## config.mk

```make
export PLATFORM = sky130hd
export DESIGN_NAME = month_calendar_grid
export DESIGN_NICKNAME = d
export VERILOG_FILES = /design/src/hdl/mcg_pkg.sv /design/src/hdl/mcg_front.sv /design/src/hdl/mcg_queue.sv /design/src/hdl/mcg_back.sv /design/src/hdl/month_calendar_grid.sv
export SDC_FILE = /design/constraint.sdc
export NUM_CORES = 1
export LEC_CHECK = 0
export BUFFER_PORTS_ARGS = -buffer_cell sky130_fd_sc_hd__buf_2
export CAP_MARGIN = 0
export CORE_MARGIN = 3
export CORE_UTILIZATION = 50
export CTS_CLUSTER_DIAMETER = 100
export DETAILED_ROUTE_END_ITERATION = 12
export PLACE_DENSITY = 0.66
export SLEW_MARGIN = 20
export SYNTH_ARGS = -nofsm -noshare
export SYNTH_HDL_FRONTEND = slang
export SYNTH_HIERARCHICAL = 1
export SYNTH_SLANG_ARGS = --single-unit
```

## constraint.sdc

```tcl
create_clock -name clk -period 10.5 [get_ports clk]
set_input_delay 2.1 -clock clk [delete_from_list [all_inputs] [get_ports clk]]
set_output_delay 2.1 -clock clk [all_outputs]
set_load 0.02 [all_outputs]
```

## src/hdl/mcg_pkg.sv

```systemverilog
// shared types, constants and tables for the month calendar grid
package mcg_pkg;

  localparam int ROWS = 6;
  localparam int COLS = 7;
  localparam logic [2:0] LAST_ROW = 3'(ROWS - 1);
  localparam logic [13:0] FIRST_YEAR = 14'd1753;
  localparam logic [3:0] MONTH_JAN = 4'd1;
  localparam logic [3:0] MONTH_FEB = 4'd2;
  localparam logic [3:0] MONTH_MAR = 4'd3;
  localparam logic [3:0] MONTH_DEC = 4'd12;

  // reciprocal constants for division by 25 and by 7
  localparam logic [11:0] RECIP_25 = 12'd2622;
  localparam int SHIFT_25 = 16;
  localparam logic [15:0] RECIP_7 = 16'd37450;
  localparam int SHIFT_7 = 18;

  typedef struct packed {
    logic       bad;
    logic [2:0] first;
    logic [4:0] len;
  } mcg_item_t;

  function automatic logic [2:0] month_offset(input logic [3:0] m);
    logic [2:0] r;
    case (m)
      4'd1:    r = 3'd0;
      4'd2:    r = 3'd3;
      4'd3:    r = 3'd2;
      4'd4:    r = 3'd5;
      4'd5:    r = 3'd0;
      4'd6:    r = 3'd3;
      4'd7:    r = 3'd5;
      4'd8:    r = 3'd1;
      4'd9:    r = 3'd4;
      4'd10:   r = 3'd6;
      4'd11:   r = 3'd2;
      4'd12:   r = 3'd4;
      default: r = 3'd0;
    endcase
    return r;
  endfunction

  function automatic logic [4:0] month_days(input logic [3:0] m, input logic leap);
    logic [4:0] r;
    case (m)
      4'd2:    r = leap ? 5'd29 : 5'd28;
      4'd4:    r = 5'd30;
      4'd6:    r = 5'd30;
      4'd9:    r = 5'd30;
      4'd11:   r = 5'd30;
      default: r = 5'd31;
    endcase
    return r;
  endfunction

  // x / 25 for x below 4096
  function automatic logic [7:0] div25(input logic [11:0] x);
    logic [23:0] p;
    p = x * RECIP_25;
    return 8'(p >> SHIFT_25);
  endfunction

endpackage

```

## src/hdl/mcg_front.sv

```systemverilog
// front pipeline: request intake, range check, weekday and month length
module mcg_front #(
  parameter int DEPTH = 4
) (
  input  logic              clk,
  input  logic              rst,
  input  logic              push,
  input  logic [3:0]        month,
  input  logic [13:0]       year,
  input  logic              credit,
  output logic              full,
  output logic              item_valid,
  output mcg_pkg::mcg_item_t item
);

  localparam int CW = $clog2(DEPTH + 1);

  logic [CW-1:0] occ;
  logic          accept;

  logic          bad_in;
  logic [13:0]   yy;
  logic [11:0]   y4;
  logic [9:0]    y16;
  logic [7:0]    p100;
  logic [7:0]    p400;
  logic          leap_in;

  logic          s1_valid;
  logic          s1_bad;
  logic [3:0]    s1_month;
  logic [13:0]   s1_yy;
  logic [11:0]   s1_q4;
  logic [7:0]    s1_q100;
  logic [5:0]    s1_q400;
  logic          s1_leap;

  logic [14:0]   sum;
  logic [30:0]   prod7;

  logic          s2_valid;
  logic          s2_bad;
  logic [3:0]    s2_month;
  logic          s2_leap;
  logic [14:0]   s2_sum;
  logic [11:0]   s2_q7;

  logic [14:0]   rem7;

  assign full   = (occ == CW'(DEPTH));
  assign accept = push && !full;

  always_ff @(posedge clk) begin
    if (rst) begin
      occ <= '0;
    end else begin
      occ <= occ + CW'(accept) - CW'(credit);
    end
  end

  // stage 1: range check, year quotients and leap rule
  always_comb begin
    bad_in  = (month < mcg_pkg::MONTH_JAN) || (month > mcg_pkg::MONTH_DEC) ||
              (year < mcg_pkg::FIRST_YEAR);
    yy      = (month < mcg_pkg::MONTH_MAR) ? year - 14'd1 : year;
    y4      = year[13:2];
    y16     = year[13:4];
    p100    = mcg_pkg::div25(y4);
    p400    = mcg_pkg::div25({2'b00, y16});
    leap_in = ((year[1:0] == 2'b00) && (12'(p100 * 8'd25) != y4)) ||
              ((year[3:0] == 4'b0000) && (10'(p400 * 8'd25) == y16));
  end

  always_ff @(posedge clk) begin
    if (rst) begin
      s1_valid <= 1'b0;
    end else begin
      s1_valid <= accept;
    end
  end

  always_ff @(posedge clk) begin
    s1_bad   <= bad_in;
    s1_month <= month;
    s1_yy    <= yy;
    s1_q4    <= yy[13:2];
    s1_q100  <= mcg_pkg::div25(yy[13:2]);
    s1_q400  <= 6'(mcg_pkg::div25({2'b00, yy[13:4]}));
    s1_leap  <= leap_in;
  end

  // stage 2: day count sum and quotient by seven
  always_comb begin
    sum   = 15'(s1_yy) + 15'(s1_q4) - 15'(s1_q100) + 15'(s1_q400) +
            15'(mcg_pkg::month_offset(s1_month)) + 15'd1;
    prod7 = sum * mcg_pkg::RECIP_7;
  end

  always_ff @(posedge clk) begin
    if (rst) begin
      s2_valid <= 1'b0;
    end else begin
      s2_valid <= s1_valid;
    end
  end

  always_ff @(posedge clk) begin
    s2_bad   <= s1_bad;
    s2_month <= s1_month;
    s2_leap  <= s1_leap;
    s2_sum   <= sum;
    s2_q7    <= 12'(prod7 >> mcg_pkg::SHIFT_7);
  end

  // stage 3: weekday of the first and month length
  assign rem7 = s2_sum - ({3'b000, s2_q7} * 15'd7);

  always_ff @(posedge clk) begin
    if (rst) begin
      item_valid <= 1'b0;
    end else begin
      item_valid <= s2_valid;
    end
  end

  always_ff @(posedge clk) begin
    item.bad   <= s2_bad;
    item.first <= rem7[2:0];
    item.len   <= mcg_pkg::month_days(s2_month, s2_leap);
  end

endmodule

```

## src/hdl/mcg_queue.sv

```systemverilog
// short queue between the front pipeline and the row generator
module mcg_queue #(
  parameter int DEPTH = 4
) (
  input  logic              clk,
  input  logic              rst,
  input  logic              wr,
  input  mcg_pkg::mcg_item_t wr_item,
  input  logic              rd,
  output logic              rd_valid,
  output mcg_pkg::mcg_item_t rd_item
);

  localparam int AW = (DEPTH > 1) ? $clog2(DEPTH) : 1;
  localparam int CW = $clog2(DEPTH + 1);

  mcg_pkg::mcg_item_t slots [DEPTH];
  logic [AW-1:0]      wptr;
  logic [AW-1:0]      rptr;
  logic [CW-1:0]      count;

  assign rd_valid = (count != '0);
  assign rd_item  = slots[rptr];

  always_ff @(posedge clk) begin
    if (rst) begin
      wptr  <= '0;
      rptr  <= '0;
      count <= '0;
    end else begin
      if (wr) begin
        wptr <= (wptr == AW'(DEPTH - 1)) ? '0 : wptr + AW'(1);
      end
      if (rd) begin
        rptr <= (rptr == AW'(DEPTH - 1)) ? '0 : rptr + AW'(1);
      end
      count <= count + CW'(wr) - CW'(rd);
    end
  end

  always_ff @(posedge clk) begin
    if (wr) begin
      slots[wptr] <= wr_item;
    end
  end

endmodule

```

## src/hdl/mcg_back.sv

```systemverilog
// row generator: expands one month into week rows into the output register
module mcg_back (
  input  logic              clk,
  input  logic              rst,
  input  logic              q_valid,
  input  mcg_pkg::mcg_item_t q_item,
  output logic              q_pop,
  input  logic              pop,
  output logic              empty,
  output logic [2:0]        week_row,
  output logic [4:0]        day_sun,
  output logic [4:0]        day_mon,
  output logic [4:0]        day_tue,
  output logic [4:0]        day_wed,
  output logic [4:0]        day_thu,
  output logic [4:0]        day_fri,
  output logic [4:0]        day_sat,
  output logic              last_row,
  output logic              bad_input
);

  logic               out_valid;
  logic               cur_active;
  mcg_pkg::mcg_item_t cur;
  logic [2:0]         row;

  logic               load_ok;
  logic               src_valid;
  mcg_pkg::mcg_item_t src;
  logic [2:0]         src_row;
  logic               src_end;
  logic [5:0]         pos;
  logic [5:0]         off;
  logic [4:0]         cells [mcg_pkg::COLS];
  logic [4:0]         days  [mcg_pkg::COLS];

  assign empty     = !out_valid;
  assign load_ok   = !out_valid || pop;
  assign src_valid = cur_active || q_valid;
  assign src       = cur_active ? cur : q_item;
  assign src_row   = cur_active ? row : 3'd0;
  assign src_end   = src.bad || (src_row == mcg_pkg::LAST_ROW);
  assign q_pop     = load_ok && !cur_active && q_valid;

  always_comb begin
    for (int c = 0; c < mcg_pkg::COLS; c++) begin
      pos      = 6'(src_row * 3'd7) + 6'(c);
      off      = pos - 6'(src.first);
      cells[c] = 5'd0;
      if (!src.bad && (pos >= 6'(src.first)) && (off < 6'(src.len))) begin
        cells[c] = 5'(off + 6'd1);
      end
    end
  end

  always_ff @(posedge clk) begin
    if (rst) begin
      out_valid  <= 1'b0;
      cur_active <= 1'b0;
    end else if (load_ok) begin
      out_valid  <= src_valid;
      cur_active <= src_valid && !src_end;
    end
  end

  always_ff @(posedge clk) begin
    if (load_ok && src_valid) begin
      cur       <= src;
      row       <= src_row + 3'd1;
      week_row  <= src_row;
      last_row  <= src_end;
      bad_input <= src.bad;
      days      <= cells;
    end
  end

  assign day_sun = days[0];
  assign day_mon = days[1];
  assign day_tue = days[2];
  assign day_wed = days[3];
  assign day_thu = days[4];
  assign day_fri = days[5];
  assign day_sat = days[6];

endmodule

```

## src/hdl/month_calendar_grid.sv

```systemverilog
// top level of the month calendar grid generator
//
//   channel   handshake      payload
//   request   push / full    month, year
//   result    pop / empty    week_row, day_sun..day_sat, last_row, bad_input
//
// a valid month gives six rows, one per cycle while pop is held; a bad request gives one row
// a new request enters the single result register only after the last row of the one before
// after a request is taken, its first row passes two more front stages, the queue
// and the output register
// rst is synchronous and clears all valid state; no clearing pass
// full rises once QUEUE_DEPTH requests sit in the front pipeline and the queue
// a stalled result side holds the row and lets the front keep taking requests until full
module month_calendar_grid #(
  parameter int QUEUE_DEPTH = 4
) (
  input  logic        clk,
  input  logic        rst,
  input  logic        push,
  output logic        full,
  input  logic [3:0]  month,
  input  logic [13:0] year,
  input  logic        pop,
  output logic        empty,
  output logic [2:0]  week_row,
  output logic [4:0]  day_sun,
  output logic [4:0]  day_mon,
  output logic [4:0]  day_tue,
  output logic [4:0]  day_wed,
  output logic [4:0]  day_thu,
  output logic [4:0]  day_fri,
  output logic [4:0]  day_sat,
  output logic        last_row,
  output logic        bad_input
);

  logic               item_valid;
  mcg_pkg::mcg_item_t item;
  logic               q_valid;
  mcg_pkg::mcg_item_t q_item;
  logic               q_pop;

  mcg_front #(
    .DEPTH(QUEUE_DEPTH)
  ) u_front (
    .clk        (clk),
    .rst        (rst),
    .push       (push),
    .month      (month),
    .year       (year),
    .credit     (q_pop),
    .full       (full),
    .item_valid (item_valid),
    .item       (item)
  );

  mcg_queue #(
    .DEPTH(QUEUE_DEPTH)
  ) u_queue (
    .clk      (clk),
    .rst      (rst),
    .wr       (item_valid),
    .wr_item  (item),
    .rd       (q_pop),
    .rd_valid (q_valid),
    .rd_item  (q_item)
  );

  mcg_back u_back (
    .clk       (clk),
    .rst       (rst),
    .q_valid   (q_valid),
    .q_item    (q_item),
    .q_pop     (q_pop),
    .pop       (pop),
    .empty     (empty),
    .week_row  (week_row),
    .day_sun   (day_sun),
    .day_mon   (day_mon),
    .day_tue   (day_tue),
    .day_wed   (day_wed),
    .day_thu   (day_thu),
    .day_fri   (day_fri),
    .day_sat   (day_sat),
    .last_row  (last_row),
    .bad_input (bad_input)
  );

endmodule
```

---- After elaboration in Yosys (flattened, before gate mapping) ----
Memories as Yosys holds them, arrays and structs flattened. A register that Yosys moved wholly into a read port is not among the register bits.
Cells that the tools add are included.
Widths: inputs -> output; s select.
word-level totals
  register bits after elaboration ......... 142
  bits in latches ......................... 0
  memory bits (writable) .................. 36
  memory bits (read-only) ................. 48
  input bits .............................. 22
  output and inout port bits .............. 42
  word-level logic and storage cells ...... 158
  memories ................................ 2
memory list
  name              depth  width  rd ports  clocked after memory_dff  wr ports  RTL line         RTL
  (name not given)  16     3      1         1                         0         mcg_pkg.sv:27    case (m)
  u_queue.slots     4      9      1         1                         1         mcg_queue.sv:17  mcg_pkg::mcg_item_t slots [DEPTH];
operators by class
  $add $sub $neg .......................... 34
  multiply operators ...................... 9
  divide/modulo/power cells ............... 0
  magnitude comparators ................... 18
  eq/ne operators ......................... 11
  shift operators ......................... 0
  muxes and demuxes ....................... 11
  bitwise gates (word level) .............. 0
  reductions and logical operators ........ 36
operators by type and width
  cell                    count
  $mul 12x11->23 const B  2
  $ge 6x3->1              7
  $lt 6x5->1              7
  $mul 10x11->21 const B  2
  $sub 6x3->6             7
  $add 5x1->5 const B     7
  $mul 15x15->29 const B  1
  $logic_and 1x1->1       21
  $add 6x3->6 const B     3
  $add 14x12->15          1
  $add 15x1->15 const B   1
  $add 15x3->15           1
  $add 15x6->15           1
  $sub 15x8->15           1
  $lt 14x11->1 const B    1
  $mux 14                 1
  $sub 14x1->14 const B   1
  $add 6x2->6 const B     2
  $mul 12x3->3 const B    1
  $mul 8x5->12 const B    1
  $ne 12x12->1            1
  $eq 10x10->1            1
  $mul 6x5->10 const B    1
  $pmux 5 s2              1
  other kinds (25)        46

---- Longest topological paths before layout ----
  word-level depth ........................ 6
  depth in mapped cells ................... 37
  depth with buffers taken out ............ 37

---- Cells and area by module ----
Netlist, hierarchy kept.
by module, submodules not included
  module     times used  cells each  area each (sq um)  seq. area each (sq um)
  mcg_front  1           1538        14839.2            1221.2
  mcg_back   1           435         4369.2             1571.5
  mcg_queue  1           88          1741.7             1261.2

---- Worst setup path after synthesis ----
OpenSTA, ideal clock, no wires.
  path type ............................... input -> register
  start ................................... in year[6]
  end ..................................... reg u_front.s1_leap
  library setup time ...................... 0.129 ns
  data arrival time ....................... 9.024 ns
  required time ........................... 10.371 ns
  slack ................................... 1.347 ns
  stages .................................. 33
  buffers on the path ..................... 1
  cells stage by stage .................... clkbuf_1 inv_1 fa_1 inv_1 ha_1 inv_1 fa_1 inv_1 fa_1 inv_1 fa_1 inv_1 ha_1 a2111oi_0 o21ai_1 o311a_1 o31ai_1 nand2b_1 xor2_1 ha_1 ha_1 inv_1 fa_1 inv_1 ha_1 nor2b_1 o21ai_0 nand2_1 xnor2_1 nor4_1 o2111ai_1 o41ai_1 o21ai_1
on the way
  word-level cells in the longest chain between the ends .. 5
  elaborated cells between the ends (all ways) .. 9
  classes of those cells .................. 4 x mul; 2 x eq/ne; 3 x reduce/logical
ends and longest elaborated chain
  item                                              RTL line                          RTL
  start: declaration                                month_calendar_grid.sv:22         input logic [13:0] year,
  $mul 12x11->23 or $mul 10x11->21 (tied branches)  mcg_pkg.sv:61                     p = x * RECIP_25;
  $mul 8x5->12 or $mul 6x5->10 (tied branches)      mcg_front.sv:70, mcg_front.sv:71
  $ne 12x12->1 or $eq 10x10->1 (tied branches)      mcg_front.sv:70, mcg_front.sv:71
  $logic_and 1x1->1, on equally long branches       mcg_front.sv:70, mcg_front.sv:71
  $logic_or 1x1->1 (*)                              mcg_front.sv:70                   leap_in = ((year[1:0] == 2'b00) && (12'(p100 * 8'd25) != y4)) ||
  named net u_front.leap_in                         mcg_front.sv:27                   logic leap_in;
  end signal: assignment                            mcg_front.sv:89                   s1_leap <= leap_in;
  end: declaration                                  mcg_front.sv:36                   logic s1_leap;
The timed path passes the listed nets; every way through them passes the cells marked *.
A chain may end at the register's enable or synchronous reset.

---- Worst setup path after layout ----
  start ................................... in year[7]
  end ..................................... reg u_front.s1_leap
Same word-level chain as after synthesis.

==> qor.csv <==
stage,metric,value,unit
floorplan,coreArea,41110,um2
synth,ys_warn_count,6,
sta,worst_slew_pin_slew,1029,ps
global_route,grt_max_degree,52,
critical_path,slowest_stage,fa_1,
layout,fillers,3631,
synth,synth_cell_types,79,
floorplan,dieWidth,210.7,um
min_path,hp-start,u_front/s1_month[1],
route,wl_per_cell,15.24,um
critical_path,end_kind,flip-flop,
run,cap_violations,0,
clocking,ctsHoldBuffers,0,
placed_design,port-buffer-count,63,
floorplan,num_io_pins,64,
synth,synth_area_leaders,"ha_1, fa_1, edfxtp_1",
critical_path,crit_fanout,9,
layout,syn2layout_area_growth,7.860,%
synth,synthArstFlopShare,0,%
synth,syn_inst,2061,
critical_path,critPathMaxStageDelay,530,ps
clocking,clkTransAtPathRegs,70,ps
clocking,cts_tree,done,
route,drt-initial-drc-count,654,
sta,fin_tns_setup,0,ps
layout,layout_commonest_cell,ha_1,
synth,synth.ff_latch_count,159,
route,drc,0,
floorplan,rows,74,
sta,relSlewSlack,29.42,%
synth,synthAdderAreaFrac,48.53,%
route,drt-total-wl,41040,um
route,dr_total_vias,13940,
layout,nets,2867,
clocking,cts_resized,0,
synth,synth_edf_count,87,
synth,synth_seq_area_share,19.35,%
clocking,clock_latency,430,ps
min_path,holdPathStages,0,
floorplan,die-area,44390,um2
critical_path,reg2reg_slack,1640,ps
synth,synth_top_cell_by_area,ha_1,
clocking,post_cts_buffers,0,
synth,synth_top_family_by_area,adder cells,
sta,min_period_over_period,94.10,%
route,dr.pass1.iters,5,
synth,synthMuxAreaShare,1.798,%
critical_path,r2r-start,u_front/s1_q4[0],
sta,fin_skew,10.27,ps
critical_path,path_common_cell,inv_1,
sta,period_needed,9881,ps
synth,syn-cell-area,20950,um2
sta,setup_viol,0,
global_route,grt_pass1_vias,14670,
clocking,cts-root-buf,clkbuf_16,
sta,hold_viol,0,
critical_path,crit_required,10800,ps
run_status,outcome,completed,
floorplan,die-height,210.7,um
synth,synth_xor_area_share,6.964,%
critical_path,worstSetupPathType,input pin to flip-flop,
placed_design,dp_hpwl,34230,um
sta,rsz0062_at_grt,false,
clocking,clk_path_buf_depth,2,
critical_path,worstSetupStartpointType,input pin,
sta,fmax,101.2,MHz
clocking,cts.sinks,159,
clocking,cts_max_level,4,
layout,drive_above_1_share,6.994,%
global_route,grt-ovfl-total,0,
critical_path,arrival,10180,ps
critical_path,crit_start,year[7],
min_path,hp-class,flip-flop to flip-flop,
synth,synth_top_area_share,30.52,%
synth,avgSynthCellArea,10.17,um2
sta,slew_violations,0,
synth,yosys.area_share.simple,6.773,%
route,final_antenna_net_count,0,
global_route,antenna_found_initial,2,
global_route,grt_first_pass_wirelength,70400,um
layout,finish.utilization,54.97,%
layout,layout_common_cells,"ha_1, inv_1, fa_1, xnor2_1, edfxtp_1",
synth,synth-compound-area-share,7.418,%
critical_path,r2r_cells,28,
clocking,numCtsBuffers,17,
route,via_per_inst,5.176,
floorplan,start_util,50.96,%
placed_design,gp_congestion,0.8618,
global_route,grt.total_usage,19.31,%
synth,synthFlopType,edfxtp_1,
sequential cells by signal (all words and copies together), names as in the netlist, 5 cells and up, named ones only:
signal / count
u_queue/slots: 36
u_front/s1_q4: 12
u_back/cur: 8
u_front/s1_q100: 8
u_front/item: 6
u_front/s1_q400: 6
u_back/day_fri: 5
u_back/day_mon: 5
u_back/day_sat: 5
u_back/day_sun: 5
u_back/day_thu: 5
u_back/day_tue: 5
u_back/day_wed: 5
synth_stat cells (5+ instances only):
library cell,n
mux2i_1,14
inv_1,487
o21ai_0,45
nand2b_1,17
a2111o_1,6
or2_2,10
a21o_1,16
a31oi_1,9
nand2_1,43
clkbuf_1,9
fa_1,188
and3_1,8
o21a_1,9
o31ai_1,6
o211ai_1,9
dfxtp_1,72
a211o_1,5
and2_1,11
xnor2_1,105
nor3_1,25
mux4_2,9
nand3_1,24
edfxtp_1,87
a211oi_1,9
ha_1,511
nand4_1,11
a21oi_1,68
nor2b_1,20
or3_1,9
nor2_1,78
a2111oi_0,6
xor2_1,47
a21boi_0,5
critical path: cells and delay by family:
| family | cells | cell delay (ps) |
|---|---|---|
| simple gates | 4 | 670 |
| buf+inv | 9 | 950 |
| xor+xnor | 2 | 420 |
| fa+ha+maj | 10 | 3850 |
| compound gates | 8 | 2170 |
routing by layer:
layer,track usage (%),part of all wire [%],wire length (um),vias up
li1,-,-,-,6983
met5,0,0,0,-
met2,34.83,50,20550,195
met3,1.723,2.6,1061,41
met4,4.850,2.0,812,0
met1,25.12,45,18620,6719
through the flow:
step | area (um2) | hold slack [ps] | std cells | setup WS [ps]
6_report | 22600 | 325.5 | 2693 | 619.1
5_1_grt | 22600 | 334.1 | 2693 | 86.55
4_1_cts | 22580 | 325.1 | 2691 | 638.5
3_5_place_dp | 22000 | 312.1 | 2659 | 219.9
3_3_place_gp | 22000 | 311.6 | 2659 | 568.7
2_1_floorplan | 20960 | 309.6 | 2063 | 1347
path summary, 6_finish.rpt:
check,endpoint
worst max-delay path,u_front/s1_leap
worst min-delay path,u_front/s2_month[1]
worst max register to register,u_front/s2_q7[2]
worst min register to register,u_front/s2_month[1]
kinds of logic (layout without fill, tap and decap cells):
kind of cell,count (synthesis),after routing
flip-flops,159,159
AO/OA/AOI/OAI,234,234
other,1,5
AND/OR/NAND/NOR,278,278
buffers and inverters,505,601
adder cells (fa/ha/maj),700,700
multiplexers,26,26
XOR/XNOR,158,158
layout make-up:
| type | instances | area [um2] | area share, % |
|---|---|---|---|
| Clock buffer | 17 | 425.4 | 1.883 |
| Antenna cell | 2 | 5.005 | 0.02215 |
| Clock inverter | 15 | 161.4 | 0.7143 |
| Inverter | 488 | 1832 | 8.106 |
| Timing Repair Buffer | 81 | 450.4 | 1.993 |
| Sequential cell | 159 | 4054 | 17.94 |
| Multi-Input combinational cell | 1399 | 15000 | 66.40 |
| Tap cell | 532 | 665.6 | 2.946 |
Power is not shown: default switching activity piles up to over one toggle a cycle in this logic, so the estimate is an artifact.
